### src/rtl/bdj_pkg.sv
// Shared types and constants for the backoff delay generator.
// No dependencies; every other file in rtl/ refers to this package by scoped names.
package bdj_pkg;

  // Field widths fixed by the interface
  localparam int unsigned AttemptW = 10;
  localparam int unsigned DelayW   = 23;
  localparam int unsigned MsW      = 22;
  localparam int unsigned GrowthW  = 13;
  localparam int unsigned JitterW  = 17;
  localparam int unsigned SeedW    = 32;
  localparam int unsigned CfgIdxW  = 3;
  localparam int unsigned CfgDataW = 32;

  // Internal datapath widths (Q.8 milliseconds)
  localparam int unsigned BaseW  = MsW + 8;   // capped base delay
  localparam int unsigned AccW   = BaseW + 5; // one growth round past the cap
  localparam int unsigned RangeW = 31;
  localparam int unsigned OffW   = 32;
  localparam int unsigned SumW   = 33;
  localparam int unsigned MulW   = 32;

  // Register indexes on the configuration port
  localparam logic [CfgIdxW-1:0] RegInitialDelay  = 3'd0;
  localparam logic [CfgIdxW-1:0] RegMaxDelay      = 3'd1;
  localparam logic [CfgIdxW-1:0] RegGrowthFactor  = 3'd2;
  localparam logic [CfgIdxW-1:0] RegJitterFrac    = 3'd3;
  localparam logic [CfgIdxW-1:0] RegRandomSeed    = 3'd4;

  // Reset values
  localparam logic [MsW-1:0]     InitialDelayRst = 22'd100;
  localparam logic [MsW-1:0]     MaxDelayRst     = 22'd30000;
  localparam logic [GrowthW-1:0] GrowthRst       = 13'd512;
  localparam logic [JitterW-1:0] JitterRst       = 17'd6554;
  localparam logic [SeedW-1:0]   SeedRst         = 32'd2463534242;

  localparam logic [DelayW-1:0]  DelayMax        = 23'h7F_FFFF;
  localparam logic [SeedW-1:0]   PrngMid         = 32'h8000_0000;

  typedef struct packed {
    logic [MsW-1:0]     initial_delay;
    logic [MsW-1:0]     max_delay;
    logic [GrowthW-1:0] growth_factor;
    logic [JitterW-1:0] jitter_fraction;
    logic [SeedW-1:0]   random_seed;
  } cfg_t;

  typedef enum logic [5:0] {
    ST_IDLE   = 6'b000001,
    ST_GROW   = 6'b000010,
    ST_RANGE  = 6'b000100,
    ST_OFFSET = 6'b001000,
    ST_SUM    = 6'b010000,
    ST_DONE   = 6'b100000
  } state_e;

  // Controller to datapath
  typedef struct packed {
    logic load;
    logic grow;
    logic cap_base;
    logic no_jitter;
    logic range_step;
    logic offset_step;
    logic sum;
    logic finish;
  } cmd_t;

  // Datapath to controller
  typedef struct packed {
    logic invalid;
    logic cnt_zero;
    logic acc_ge_cap;
    logic jit_zero;
    logic out_busy;
  } status_t;

endpackage

### src/rtl/bdj_cfg_regs.sv
// Configuration register file of the backoff delay generator.
// Depends on bdj_pkg for the register map, reset values and cfg_t.
module bdj_cfg_regs (
  input  logic                          clk_i,
  input  logic                          rst_ni,
  input  logic                          cfg_we_i,
  input  logic [bdj_pkg::CfgIdxW-1:0]   cfg_idx_i,
  input  logic [bdj_pkg::CfgDataW-1:0]  cfg_wdata_i,
  output bdj_pkg::cfg_t                 cfg_o
);

  bdj_pkg::cfg_t cfg_q, cfg_d;

  always_comb begin
    cfg_d = cfg_q;
    if (cfg_we_i) begin
      unique case (cfg_idx_i)
        bdj_pkg::RegInitialDelay: cfg_d.initial_delay   = cfg_wdata_i[bdj_pkg::MsW-1:0];
        bdj_pkg::RegMaxDelay:     cfg_d.max_delay       = cfg_wdata_i[bdj_pkg::MsW-1:0];
        bdj_pkg::RegGrowthFactor: cfg_d.growth_factor   = cfg_wdata_i[bdj_pkg::GrowthW-1:0];
        bdj_pkg::RegJitterFrac:   cfg_d.jitter_fraction = cfg_wdata_i[bdj_pkg::JitterW-1:0];
        bdj_pkg::RegRandomSeed:   cfg_d.random_seed     = cfg_wdata_i[bdj_pkg::SeedW-1:0];
        default: ;  // unmapped index: drop the write
      endcase
    end
  end

  always_ff @(posedge clk_i or negedge rst_ni) begin
    if (!rst_ni) begin
      cfg_q.initial_delay   <= bdj_pkg::InitialDelayRst;
      cfg_q.max_delay       <= bdj_pkg::MaxDelayRst;
      cfg_q.growth_factor   <= bdj_pkg::GrowthRst;
      cfg_q.jitter_fraction <= bdj_pkg::JitterRst;
      cfg_q.random_seed     <= bdj_pkg::SeedRst;
    end else begin
      cfg_q <= cfg_d;
    end
  end

  assign cfg_o = cfg_q;

endmodule

### src/rtl/bdj_ctrl.sv
// Sequencing state machine of the backoff delay generator.
// Depends on bdj_pkg for state_e, cmd_t and status_t.
module bdj_ctrl (
  input  logic              clk_i,
  input  logic              rst_ni,
  input  logic              in_valid_i,
  output logic              in_ready_o,
  input  bdj_pkg::status_t  status_i,
  output bdj_pkg::cmd_t     cmd_o
);

  bdj_pkg::state_e state_q, state_d;

  always_comb begin
    state_d = state_q;
    cmd_o   = '0;
    unique case (state_q)
      bdj_pkg::ST_IDLE: begin
        if (in_valid_i) begin
          cmd_o.load = 1'b1;
          state_d    = status_i.invalid ? bdj_pkg::ST_DONE : bdj_pkg::ST_GROW;
        end
      end
      bdj_pkg::ST_GROW: begin
        if (status_i.cnt_zero || status_i.acc_ge_cap) begin
          cmd_o.cap_base = 1'b1;
          state_d        = bdj_pkg::ST_RANGE;
        end else begin
          cmd_o.grow = 1'b1;
        end
      end
      bdj_pkg::ST_RANGE: begin
        if (status_i.jit_zero) begin
          cmd_o.no_jitter = 1'b1;
          state_d         = bdj_pkg::ST_DONE;
        end else begin
          cmd_o.range_step = 1'b1;
          state_d          = bdj_pkg::ST_OFFSET;
        end
      end
      bdj_pkg::ST_OFFSET: begin
        cmd_o.offset_step = 1'b1;
        state_d           = bdj_pkg::ST_SUM;
      end
      bdj_pkg::ST_SUM: begin
        cmd_o.sum = 1'b1;
        state_d   = bdj_pkg::ST_DONE;
      end
      bdj_pkg::ST_DONE: begin
        // hold until the output register can take the item
        if (!status_i.out_busy) begin
          cmd_o.finish = 1'b1;
          state_d      = bdj_pkg::ST_IDLE;
        end
      end
      default: state_d = bdj_pkg::ST_IDLE;
    endcase
  end

  always_ff @(posedge clk_i or negedge rst_ni) begin
    if (!rst_ni) begin
      state_q <= bdj_pkg::ST_IDLE;
    end else begin
      state_q <= state_d;
    end
  end

  assign in_ready_o = (state_q == bdj_pkg::ST_IDLE);

endmodule

### src/rtl/bdj_datapath.sv
// Datapath of the backoff delay generator: shared multiplier, growth loop,
// xorshift state, jitter offset and output register. Depends on bdj_pkg.
module bdj_datapath (
  input  logic                           clk_i,
  input  logic                           rst_ni,
  input  bdj_pkg::cfg_t                  cfg_i,
  input  bdj_pkg::cmd_t                  cmd_i,
  output bdj_pkg::status_t               status_o,
  input  logic [bdj_pkg::AttemptW-1:0]   attempt_i,
  output logic                           out_valid_o,
  input  logic                           out_ready_i,
  output logic [bdj_pkg::DelayW-1:0]     retry_ms_o
);

  logic [bdj_pkg::AccW-1:0]      acc_q, acc_d;
  logic [bdj_pkg::AttemptW-1:0]  cnt_q, cnt_d;
  logic [bdj_pkg::BaseW-1:0]     base_q, base_d;
  logic [bdj_pkg::RangeW-1:0]    range_q, range_d;
  logic [bdj_pkg::OffW-1:0]      off_q, off_d;
  logic                          neg_q, neg_d;
  logic [bdj_pkg::SumW-1:0]      delay_q, delay_d;
  logic                          zero_q, zero_d;
  logic [bdj_pkg::SeedW-1:0]     prng_q, prng_d;
  logic                          out_valid_q, out_valid_d;
  logic [bdj_pkg::DelayW-1:0]    out_data_q, out_data_d;

  logic [bdj_pkg::BaseW-1:0]     cap;
  logic                          acc_ge_cap;
  logic [bdj_pkg::MulW-1:0]      mul_a, mul_b;
  logic [2*bdj_pkg::MulW-1:0]    prod;
  logic [bdj_pkg::SeedW-1:0]     x0, x1, x2, x3;
  logic                          prng_neg;
  logic [bdj_pkg::SeedW-1:0]     mag;
  logic                          off_gt;
  logic [bdj_pkg::SumW-8-1:0]    ms;

  assign cap        = {cfg_i.max_delay, 8'h00};
  assign acc_ge_cap = (acc_q >= {5'b0, cap});

  // One shared 32x32 multiplier, operands picked by the active step
  always_comb begin
    mul_a = '0;
    mul_b = '0;
    if (cmd_i.grow) begin
      mul_a = {2'b0, acc_q[bdj_pkg::BaseW-1:0]};
      mul_b = {19'b0, cfg_i.growth_factor};
    end else if (cmd_i.range_step) begin
      mul_a = {2'b0, base_q};
      mul_b = {15'b0, cfg_i.jitter_fraction};
    end else if (cmd_i.offset_step) begin
      mul_a = {1'b0, range_q};
      mul_b = mag;
    end
  end
  assign prod = mul_a * mul_b;

  // xorshift32, reload from seed when the state is zero
  always_comb begin
    x0 = (prng_q == '0) ? cfg_i.random_seed : prng_q;
    x1 = x0 ^ (x0 << 13);
    x2 = x1 ^ (x1 >> 17);
    x3 = x2 ^ (x2 << 5);
  end

  // Signed distance of the state from mid scale
  assign prng_neg = !prng_q[31];
  assign mag      = prng_neg ? (bdj_pkg::PrngMid - prng_q) : {1'b0, prng_q[30:0]};
  assign off_gt   = (off_q > {2'b0, base_q});
  assign ms       = delay_q[bdj_pkg::SumW-1:8];

  always_comb begin
    acc_d       = acc_q;
    cnt_d       = cnt_q;
    base_d      = base_q;
    range_d     = range_q;
    off_d       = off_q;
    neg_d       = neg_q;
    delay_d     = delay_q;
    zero_d      = zero_q;
    prng_d      = prng_q;
    out_valid_d = out_valid_q && !out_ready_i;
    out_data_d  = out_data_q;

    if (cmd_i.load) begin
      acc_d  = {5'b0, cfg_i.initial_delay, 8'h00};
      cnt_d  = attempt_i - 1'b1;
      zero_d = status_o.invalid;
    end
    if (cmd_i.grow) begin
      acc_d = prod[bdj_pkg::AccW+8-1:8];
      cnt_d = cnt_q - 1'b1;
    end
    if (cmd_i.cap_base) begin
      base_d = acc_ge_cap ? cap : acc_q[bdj_pkg::BaseW-1:0];
    end
    if (cmd_i.no_jitter) begin
      delay_d = {3'b0, base_q};
    end
    if (cmd_i.range_step) begin
      range_d = prod[bdj_pkg::RangeW+16-1:16];
      prng_d  = x3;
    end
    if (cmd_i.offset_step) begin
      off_d = prod[bdj_pkg::OffW+31-1:31];
      neg_d = prng_neg;
    end
    if (cmd_i.sum) begin
      if (neg_q) begin
        // offset past zero falls back to the cap
        delay_d = off_gt ? {3'b0, cap} : {3'b0, base_q - off_q[bdj_pkg::BaseW-1:0]};
      end else begin
        delay_d = {3'b0, base_q} + {1'b0, off_q};
      end
    end
    if (cmd_i.finish) begin
      out_valid_d = 1'b1;
      priority if (zero_q) begin
        out_data_d = '0;
      end else if (ms == '0) begin
        out_data_d = bdj_pkg::DelayW'(1);
      end else if (ms > {2'b0, bdj_pkg::DelayMax}) begin
        out_data_d = bdj_pkg::DelayMax;
      end else begin
        out_data_d = ms[bdj_pkg::DelayW-1:0];
      end
    end
  end

  always_ff @(posedge clk_i or negedge rst_ni) begin
    if (!rst_ni) begin
      prng_q      <= bdj_pkg::SeedRst;
      out_valid_q <= 1'b0;
    end else begin
      prng_q      <= prng_d;
      out_valid_q <= out_valid_d;
    end
  end

  always_ff @(posedge clk_i) begin
    acc_q      <= acc_d;
    cnt_q      <= cnt_d;
    base_q     <= base_d;
    range_q    <= range_d;
    off_q      <= off_d;
    neg_q      <= neg_d;
    delay_q    <= delay_d;
    zero_q     <= zero_d;
    out_data_q <= out_data_d;
  end

  assign status_o.invalid    = (attempt_i == '0) || (cfg_i.max_delay < cfg_i.initial_delay);
  assign status_o.cnt_zero   = (cnt_q == '0);
  assign status_o.acc_ge_cap = acc_ge_cap;
  assign status_o.jit_zero   = (cfg_i.jitter_fraction == '0);
  assign status_o.out_busy   = out_valid_q && !out_ready_i;

  assign out_valid_o = out_valid_q;
  assign retry_ms_o  = out_data_q;

  // A growth round never starts from a value already at the cap
  a_grow_below_cap: assert property (@(posedge clk_i) disable iff (!rst_ni)
    cmd_i.grow |-> !acc_ge_cap)
    else $error("growth round issued at or above the cap");

  // The generator moves only on a jitter range step
  a_prng_hold: assert property (@(posedge clk_i) disable iff (!rst_ni)
    !cmd_i.range_step |=> $stable(prng_q))
    else $error("prng state changed outside a range step");

  // Never overwrite an item that is still waiting at the output
  a_no_overwrite: assert property (@(posedge clk_i) disable iff (!rst_ni)
    cmd_i.finish |-> !(out_valid_q && !out_ready_i))
    else $error("output item overwritten");

  // Invalid attempt or config delivers zero
  a_zero_result: assert property (@(posedge clk_i) disable iff (!rst_ni)
    (cmd_i.finish && zero_q) |=> (out_data_q == '0))
    else $error("invalid request gave nonzero delay");

endmodule

### src/rtl/backoff_delay_with_jitter.sv
// Top level of the retry delay generator with exponential backoff and jitter.
// Depends on bdj_pkg, bdj_cfg_regs, bdj_ctrl and bdj_datapath.

// For each failed attempt number the block returns a retry delay in ms:
// initial_delay * growth_factor^(attempt-1), capped at max_delay, plus a
// random offset of up to +/- jitter_fraction of that base, drawn from an
// internal xorshift32 generator; the result is at least 1 ms and saturates
// at 8388607. An attempt of 0, or max_delay below initial_delay, returns 0
// and leaves the generator alone. One item is in flight at a time. The
// growth loop runs n = min(attempt-1, rounds until the base reaches the cap)
// rounds, n at most 1022, one round per cycle through the single shared
// 32x32 multiplier that also forms the jitter range and offset. An invalid
// request skips the growth and jitter steps; a zero jitter_fraction skips
// the range, offset and sum steps. The result sits in an output register,
// so the block returns to accepting input while that item waits to be
// taken; a second result waits in the controller until the register is
// free. Configuration writes land on the next clock edge; write them only
// while the block is idle. Writing random_seed does not disturb the
// running generator state, which reloads from the seed only when it has
// become zero.
module backoff_delay_with_jitter (
  input  logic                          clk_i,
  input  logic                          rst_ni,
  // configuration write port
  input  logic                          cfg_we_i,
  input  logic [bdj_pkg::CfgIdxW-1:0]   cfg_idx_i,
  input  logic [bdj_pkg::CfgDataW-1:0]  cfg_wdata_i,
  // attempt input
  input  logic                          in_valid_i,
  output logic                          in_ready_o,
  input  logic [bdj_pkg::AttemptW-1:0]  attempt_i,
  // delay output
  output logic                          out_valid_o,
  input  logic                          out_ready_i,
  output logic [bdj_pkg::DelayW-1:0]    retry_ms_o
);

  bdj_pkg::cfg_t    cfg;
  bdj_pkg::cmd_t    cmd;
  bdj_pkg::status_t status;

  // Register file: delays, growth factor, jitter amplitude, seed
  bdj_cfg_regs u_cfg (
    .clk_i       (clk_i),
    .rst_ni      (rst_ni),
    .cfg_we_i    (cfg_we_i),
    .cfg_idx_i   (cfg_idx_i),
    .cfg_wdata_i (cfg_wdata_i),
    .cfg_o       (cfg)
  );

  // Sequencer: accept, grow, range, offset, sum, deliver
  bdj_ctrl u_ctrl (
    .clk_i      (clk_i),
    .rst_ni     (rst_ni),
    .in_valid_i (in_valid_i),
    .in_ready_o (in_ready_o),
    .status_i   (status),
    .cmd_o      (cmd)
  );

  // Arithmetic, generator state and output register
  bdj_datapath u_dp (
    .clk_i       (clk_i),
    .rst_ni      (rst_ni),
    .cfg_i       (cfg),
    .cmd_i       (cmd),
    .status_o    (status),
    .attempt_i   (attempt_i),
    .out_valid_o (out_valid_o),
    .out_ready_i (out_ready_i),
    .retry_ms_o  (retry_ms_o)
  );

endmodule
### config.mk
export PLATFORM = sky130hd
export DESIGN_NAME = backoff_delay_with_jitter
export DESIGN_NICKNAME = d
export VERILOG_FILES = /design/src/rtl/bdj_pkg.sv /design/src/rtl/bdj_cfg_regs.sv /design/src/rtl/bdj_ctrl.sv /design/src/rtl/bdj_datapath.sv /design/src/rtl/backoff_delay_with_jitter.sv
export SDC_FILE = /design/constraint.sdc
export NUM_CORES = 2
export LEC_CHECK = 0
export BUFFER_PORTS_ARGS = -buffer_cell sky130_fd_sc_hd__buf_4
export CORE_ASPECT_RATIO = 2
export CORE_MARGIN = 2
export CORE_UTILIZATION = 45
export DETAILED_ROUTE_END_ITERATION = 10
export PLACE_DENSITY = 0.63
export SLEW_MARGIN = 10
export SYNTH_ARGS = -nofsm -noshare
export SYNTH_HDL_FRONTEND = slang
export SYNTH_SLANG_ARGS = --single-unit
### constraint.sdc
create_clock -name clk_i -period 20.5 [get_ports clk_i]
set_input_delay 1.025 -clock clk_i [delete_from_list [all_inputs] [get_ports clk_i]]
set_output_delay 1.025 -clock clk_i [all_outputs]
set_load 0.02 [all_outputs]
## Yosys cells after proc, flatten, opt, wreduce, memory -nomap -nowiden

Cells that the tools add are included.

- Add/sub/neg operators: 5
- $mul: 1
- Div/mod/pow operators: 0
- $lt $le $gt $ge: 4
- Equality and inequality tests: 13
- Shift operators: 0
- Muxes and demuxes: 38
- Bitwise logic cells: 3
- Reduce and logical (&&, ||, !) cells: 20

Operators by type and width:

| operator | number |
|---|---|
| 2-to-1 mux 32 bit | 5 |
| 2-to-1 mux 33 bit | 3 |
| 2-to-1 mux 31 bit | 3 |
| 2-to-1 mux 35 bit | 2 |
| XOR 32 bit | 2 |
| multiplier 31 x 32 -> 63 bit | 1 |
| 2-to-1 mux 30 bit | 2 |
| one-hot mux 6 bit (6 select lines) | 1 |
| >= comparator 35 x 30 -> 1 bit | 1 |
| adder 30 x 32 -> 33 bit | 1 |
| > comparator 32 x 30 -> 1 bit | 1 |
| logical NOT 32 bit | 1 |
| subtractor 32 bit, first input constant | 1 |
| XOR 32 x 15 -> 32 bit | 1 |
| 2-to-1 mux 6 bit | 5 |
| subtractor 30 bit | 1 |
| > comparator 25 x 23 -> 1 bit, second input constant | 1 |
| logical NOT 25 bit | 1 |
| 2-to-1 mux 23 bit | 1 |
| < comparator 22 bit | 1 |
| logical NOT 10 bit | 2 |
| 2-to-1 mux 10 bit | 2 |
| subtractor 10 x 1 -> 10 bit, second input constant | 2 |
| logical NOT 17 bit | 1 |
| 21 further kinds | 42 |

- Register bits: 341
- Latch bits: 0
- Bits in writable memories: 0
- ROM bits: 0
- Input bits: 50
- Output and inout port bits: 25
- Word-level logic and storage cells: 103
- Memories: 0

## Depth between registers and ports, before layout

- Depth in word-level cells: 7
- Mapped depth: 43
- Gate-level depth less buffers: 39

## Cells and area by module

A second synthesis with hierarchy kept.

- Cell total of the unflattened synthesis: 5,572
- Area total of the unflattened synthesis: 51,458.1 µm²

Modules (own cells, without submodules):

| module | instances | cells an instance | area an instance (µm²) | seq. area each (µm²) |
|---|---|---|---|---|
| bdj_datapath | 1 | 5,296 | 47,001.3 | 6,488.7 |
| bdj_cfg_regs | 1 | 227 | 4,043.9 | 2,692.6 |
| bdj_ctrl | 1 | 49 | 412.9 | 151.4 |

## Worst setup path after synthesis

Ideal clock, no wire load.

- Path kind: flip-flop to flip-flop
- Start: register u_cfg.cfg_q, in the netlist u_cfg.cfg_o[70]
- End: register u_dp.off_q[31] (netlist name), data pin
- Library setup time: 0.260 ns
- Arrival time: 9.804 ns
- Data required time: 20.240 ns
- Setup slack: 10.436 ns
- Stages on the path, launching flop included: 37
- Path buffers: 4
- Cell sequence: dfstp_2 > inv_1 > ha_1 > nand4_1 > or4_1 > a31oi_1 > nor2_1 > and3_1 > buf_2 > buf_1 > a221oi_1 > clkbuf_1 > nor2_1 > fa_1 > inv_1 > fa_1 > inv_1 > fa_1 > inv_1 > fa_1 > inv_1 > fa_1 > fa_1 > fa_1 > fa_1 > ha_1 > clkbuf_1 > a21o_1 > a21o_1 > a221o_1 > or2_2 > a31oi_1 > a211oi_1 > o21ai_1 > o31ai_1 > a21oi_1 > xnor2_1

- Word-level cells in the longest chain between the ends: 6
- Elaborated cells between the ends (all ways): 7

RTL lines:

| element | RTL line | text |
|---|---|---|
| start: declaration | bdj_cfg_regs.sv:12 | `bdj_pkg::cfg_t cfg_q, cfg_d;` |
| start signal: assignment | bdj_cfg_regs.sv:36 | `cfg_q <= cfg_d;` |
| >= comparator 35 x 30 -> 1 bit (*) | bdj_datapath.sv:38 | `assign acc_ge_cap = (acc_q >= {5'b0, cap});` |
| logical OR 1 bit (*) | bdj_ctrl.sv:25 | `if (status_i.cnt_zero \|\| status_i.acc_ge_cap) begin` |
| 2-to-1 mux 1 bit (*) | bdj_ctrl.sv:25 |  |
| 2-to-1 mux 2 bit (*) | bdj_ctrl.sv:17 | `unique case (state_q)` |
| 2-to-1 mux 31 bit or 2-to-1 mux 32 bit (tied branches) | bdj_datapath.sv:44 | `if (cmd_i.grow) begin` |
| multiplier 31 x 32 -> 63 bit (*) | bdj_datapath.sv:55 | `assign prod = mul_a * mul_b;` |
| via u_dp.prod (one bit) | bdj_datapath.sv:30 | `logic [2*bdj_pkg::MulW-1:0] prod;` |
| end signal: assignment | bdj_datapath.sv:144 | `off_q <= off_d;` |
| end: declaration | bdj_datapath.sv:19 | `logic [bdj_pkg::OffW-1:0] off_q, off_d;` |

Mark *: on every way through the listed nets, which the timed path passes. The rest lies on a longest branch.
A chain may end at the register's enable or synchronous reset.

## Final worst setup path

- Start: register u_cfg.cfg_q, in the netlist u_cfg.cfg_o[64]
- End: register u_dp.off_q[31] (netlist name), data pin

The elaborated chain is that of the path after synthesis.

==> out/results.ini <==
[setup_path]
arrival_ps = 12200
crit_slowest_cell = a21o_1
critical_path_class = reg2reg
worst_path_most_repeated_cell = fa_1
cp-end-kind = flop
crit_path_max_fanout = 58
max_stage_delay_ps = 800
critical_path_required_ps = 20860
worstSetupStartpointType = flop

[synth]
yosysUniqueCellTypes = 89
synth-main-ff-cell = edfxtp_1
yosys.area_share.adder_pct = 43.7
yosysWarnings = 0
ys_seq_area_share_pct = 18.4
ys_ff_latch = 333
yosysMostFrequentCell = inv_1
synth_top_family_by_area = adder cells
synth_simple_gate_area_share_pct = 14.4
synth_common_cells = 964 x inv_1, 865 x fa_1, 695 x nand2_1, 683 x nor2_1, 387 x ha_1
synthArstFlopShare_pct = 43.5
syn_area_mm2 = 0.0507
synth_mux_area_share_pct = 1.87
yosysTopAreaCell = fa_1
synthTopCellsByArea = fa_1 34%, edfxtp_1 11%, ha_1 9.5%
synth_edf_count = 188
yosysTopAreaCellShare_pct = 34.1
synth_area_per_cell_um2 = 9.14
synth-xor-area-share_pct = 2.64
syn_nets = 6854
syn_inst = 5552
synth_compound_area_share_pct = 9.65

[cells_and_area]
drive_above_1_share_pct = 7.93
multi_input_comb_area_mm2 = 0.0368
fillers = 10700
area_delta_synth_final_pct = 6.81
ff_latch_area_mm2 = 0.00933
fin_nets = 6803

[global_route]
grt_pass1_vias = 44800
antenna_found_initial = 6
grt_pass1_wl_um = 289000
overflow = 0
grt_max_degree = 78
grt_use_total_pct = 35.2

[floorplan]
die_w_um = 241
start_util_pct = 45.3
dieHeight_um = 479
core_region_area_mm2 = 0.112
die_area_mm2 = 0.116
pin_count = 75
rows = 174

[worst_hold_path]
hp-class = in2async

[clock_network]
htree_levels = 1
cts_tree = yes
cts.sinks = 333
root_buffer = clkbuf_16
cts.reportedPaths.clkPinSlew_ps = 100
clk_latency_ps = 630
post_cts_buffers = 0
postCtsHoldBufs = 0
cts_inserted_buffers = 29
cts_resized = 0
clockBufferDepth = 3

[placement]
port_buffers = 74
dp_hpwl_um = 158000
gp_congestion = 1.03

[drt]
drt_first_pass_iters = 6
route.detailed.drc = 0
post_drt_wl_per_cell_um = 28.0
wl_um = 197000
dr.first_iter.drc_count = 2813
postRouteAntennaNets = 0
vias = 41100
viasPerCell = 5.84

[timing]
tns_ps = 0
hold_viol = 0
timing.hold.ws_ps = 393
rsz0062_at_grt = no
maxSlewViolCount = 0
fin_worst_skew_ps = 35.1
fin_crit_ps = 11840
fmax_mhz = 84.5
tightest_slew_ps = 1280
setup_viol = 0
slew_headroom_pct = 14.5
min_period_over_period_pct = 57.7

[power]
ir_drop_mv = 0.103
p_leak_nw = 25.1
p_per_area_mw_per_mm2 = 48.2

[run]
cap_viol_max_count = 0

[outcome]
outcome = completed

[per-stage QoR]
step	utilization, %	setup slack [ps]	power (mW)	instances	instance area (um2)
6_report	48.3	8660	2.61	7028	54200
3_5_place_dp	47.5	8820	2.03	6966	53200
4_1_cts	48.3	8750	2.61	7020	54200
2_1_floorplan	-	10440	1.66	5552	50700
5_1_grt	48.3	8070	2.73	7022	54200
3_3_place_gp	47.5	8770	2.00	6966	53200
[power by group]
part / internal [mW] / total (mW) / switching, mW
Clock: 0.293 / 0.582 / 0.289
Sequential: 0.857 / 1.02 / 0.159
Combinational: 0.388 / 1.01 / 0.625
Total: 1.54 / 2.61 / 1.07
[worst max-delay path: cells and delay by family, from the launching register on]
| kind | cells | cell delay, ps |
|---|---|---|
| flip-flops | 1 | 390 |
| adder cells (fa/ha/maj) | 10 | 4530 |
| buffers and inverters | 7 | 1080 |
| XOR/XNOR | 1 | 130 |
| AO/OA/AOI/OAI | 11 | 3830 |
| AND/OR/NAND/NOR | 7 | 1530 |
[worst paths after layout]
| path | to | cells after the start | startpoint | slack (ps) |
|---|---|---|---|---|
| max | u_dp.off_q[31]$_DFFE_PN_ | 36 | u_cfg.cfg_o[64]$_DFFE_PN0P_ | 8660 |
| min | u_cfg.cfg_o[60]$_DFFE_PN0P_ | 1 | rst_ni | 390 |
| max reg2reg | u_dp.off_q[31]$_DFFE_PN_ | 36 | u_cfg.cfg_o[64]$_DFFE_PN0P_ | 8660 |
| min reg2reg | u_cfg.cfg_o[26]$_DFFE_PN0P_ | 1 | u_cfg.cfg_o[26]$_DFFE_PN0P_ | 530 |
| max in group asynchronous | u_ctrl.state_q[5]$_DFFE_PN0P_ | 2 | rst_ni | 18530 |
| min in group clk_i | u_cfg.cfg_o[26]$_DFFE_PN0P_ | 1 | u_cfg.cfg_o[26]$_DFFE_PN0P_ | 530 |
[metal layers]
layer  vias up  track usage [%]  wire (um)
met2      1958             61.6      99200
li1      17400                -          -
met5         -                0          0
met4         0             36.3      26500
met1     20800             33.1      58100
met3       865             6.42      13200
[layout make-up]
type	count	share of cell area (%)
multi-input cells	3964	68.0
diodes	8	0.0369
flip-flops and latches	333	17.2
inverters	965	6.69
repair buffers	208	2.89
well taps	1496	3.45
clock buffers	39	1.48
clock inverters	15	0.245
[state kept, by name, indices dropped and copies added, names as in the netlist, 23 cells and up]
signal	flops
u_dp.prng_q	32
u_dp.acc_q	35
u_cfg.cfg_o	106
u_dp.retry_ms_o	23
u_dp.base_q	30
u_dp.delay_q	25
u_dp.off_q	32
u_dp.range_q	31
[kinds of logic after synthesis]
group	after synthesis
AND/OR/NAND/NOR	1719
buffers and inverters	1255
adder cells (fa/ha/maj)	1252
AO/OA/AOI/OAI	755
flip-flops	333
XOR/XNOR	152
multiplexers	86
[layout by cell type (no fill, tap or decap), types with 69 or more instances in the layout]
master    netlist  final
a21o_1         69     69
a21oi_1       195    187
buf_4           2    207
dfrtp_1        98     98
edfxtp_1      188    188
fa_1          865    865
ha_1          387    387
inv_1         964    962
mux2_2         72     72
nand2_1       695    694
nor2_1        683    680
o21ai_0       180    177
xnor2_1        88     88
Note: power is estimated with default switching activity, not from simulation.
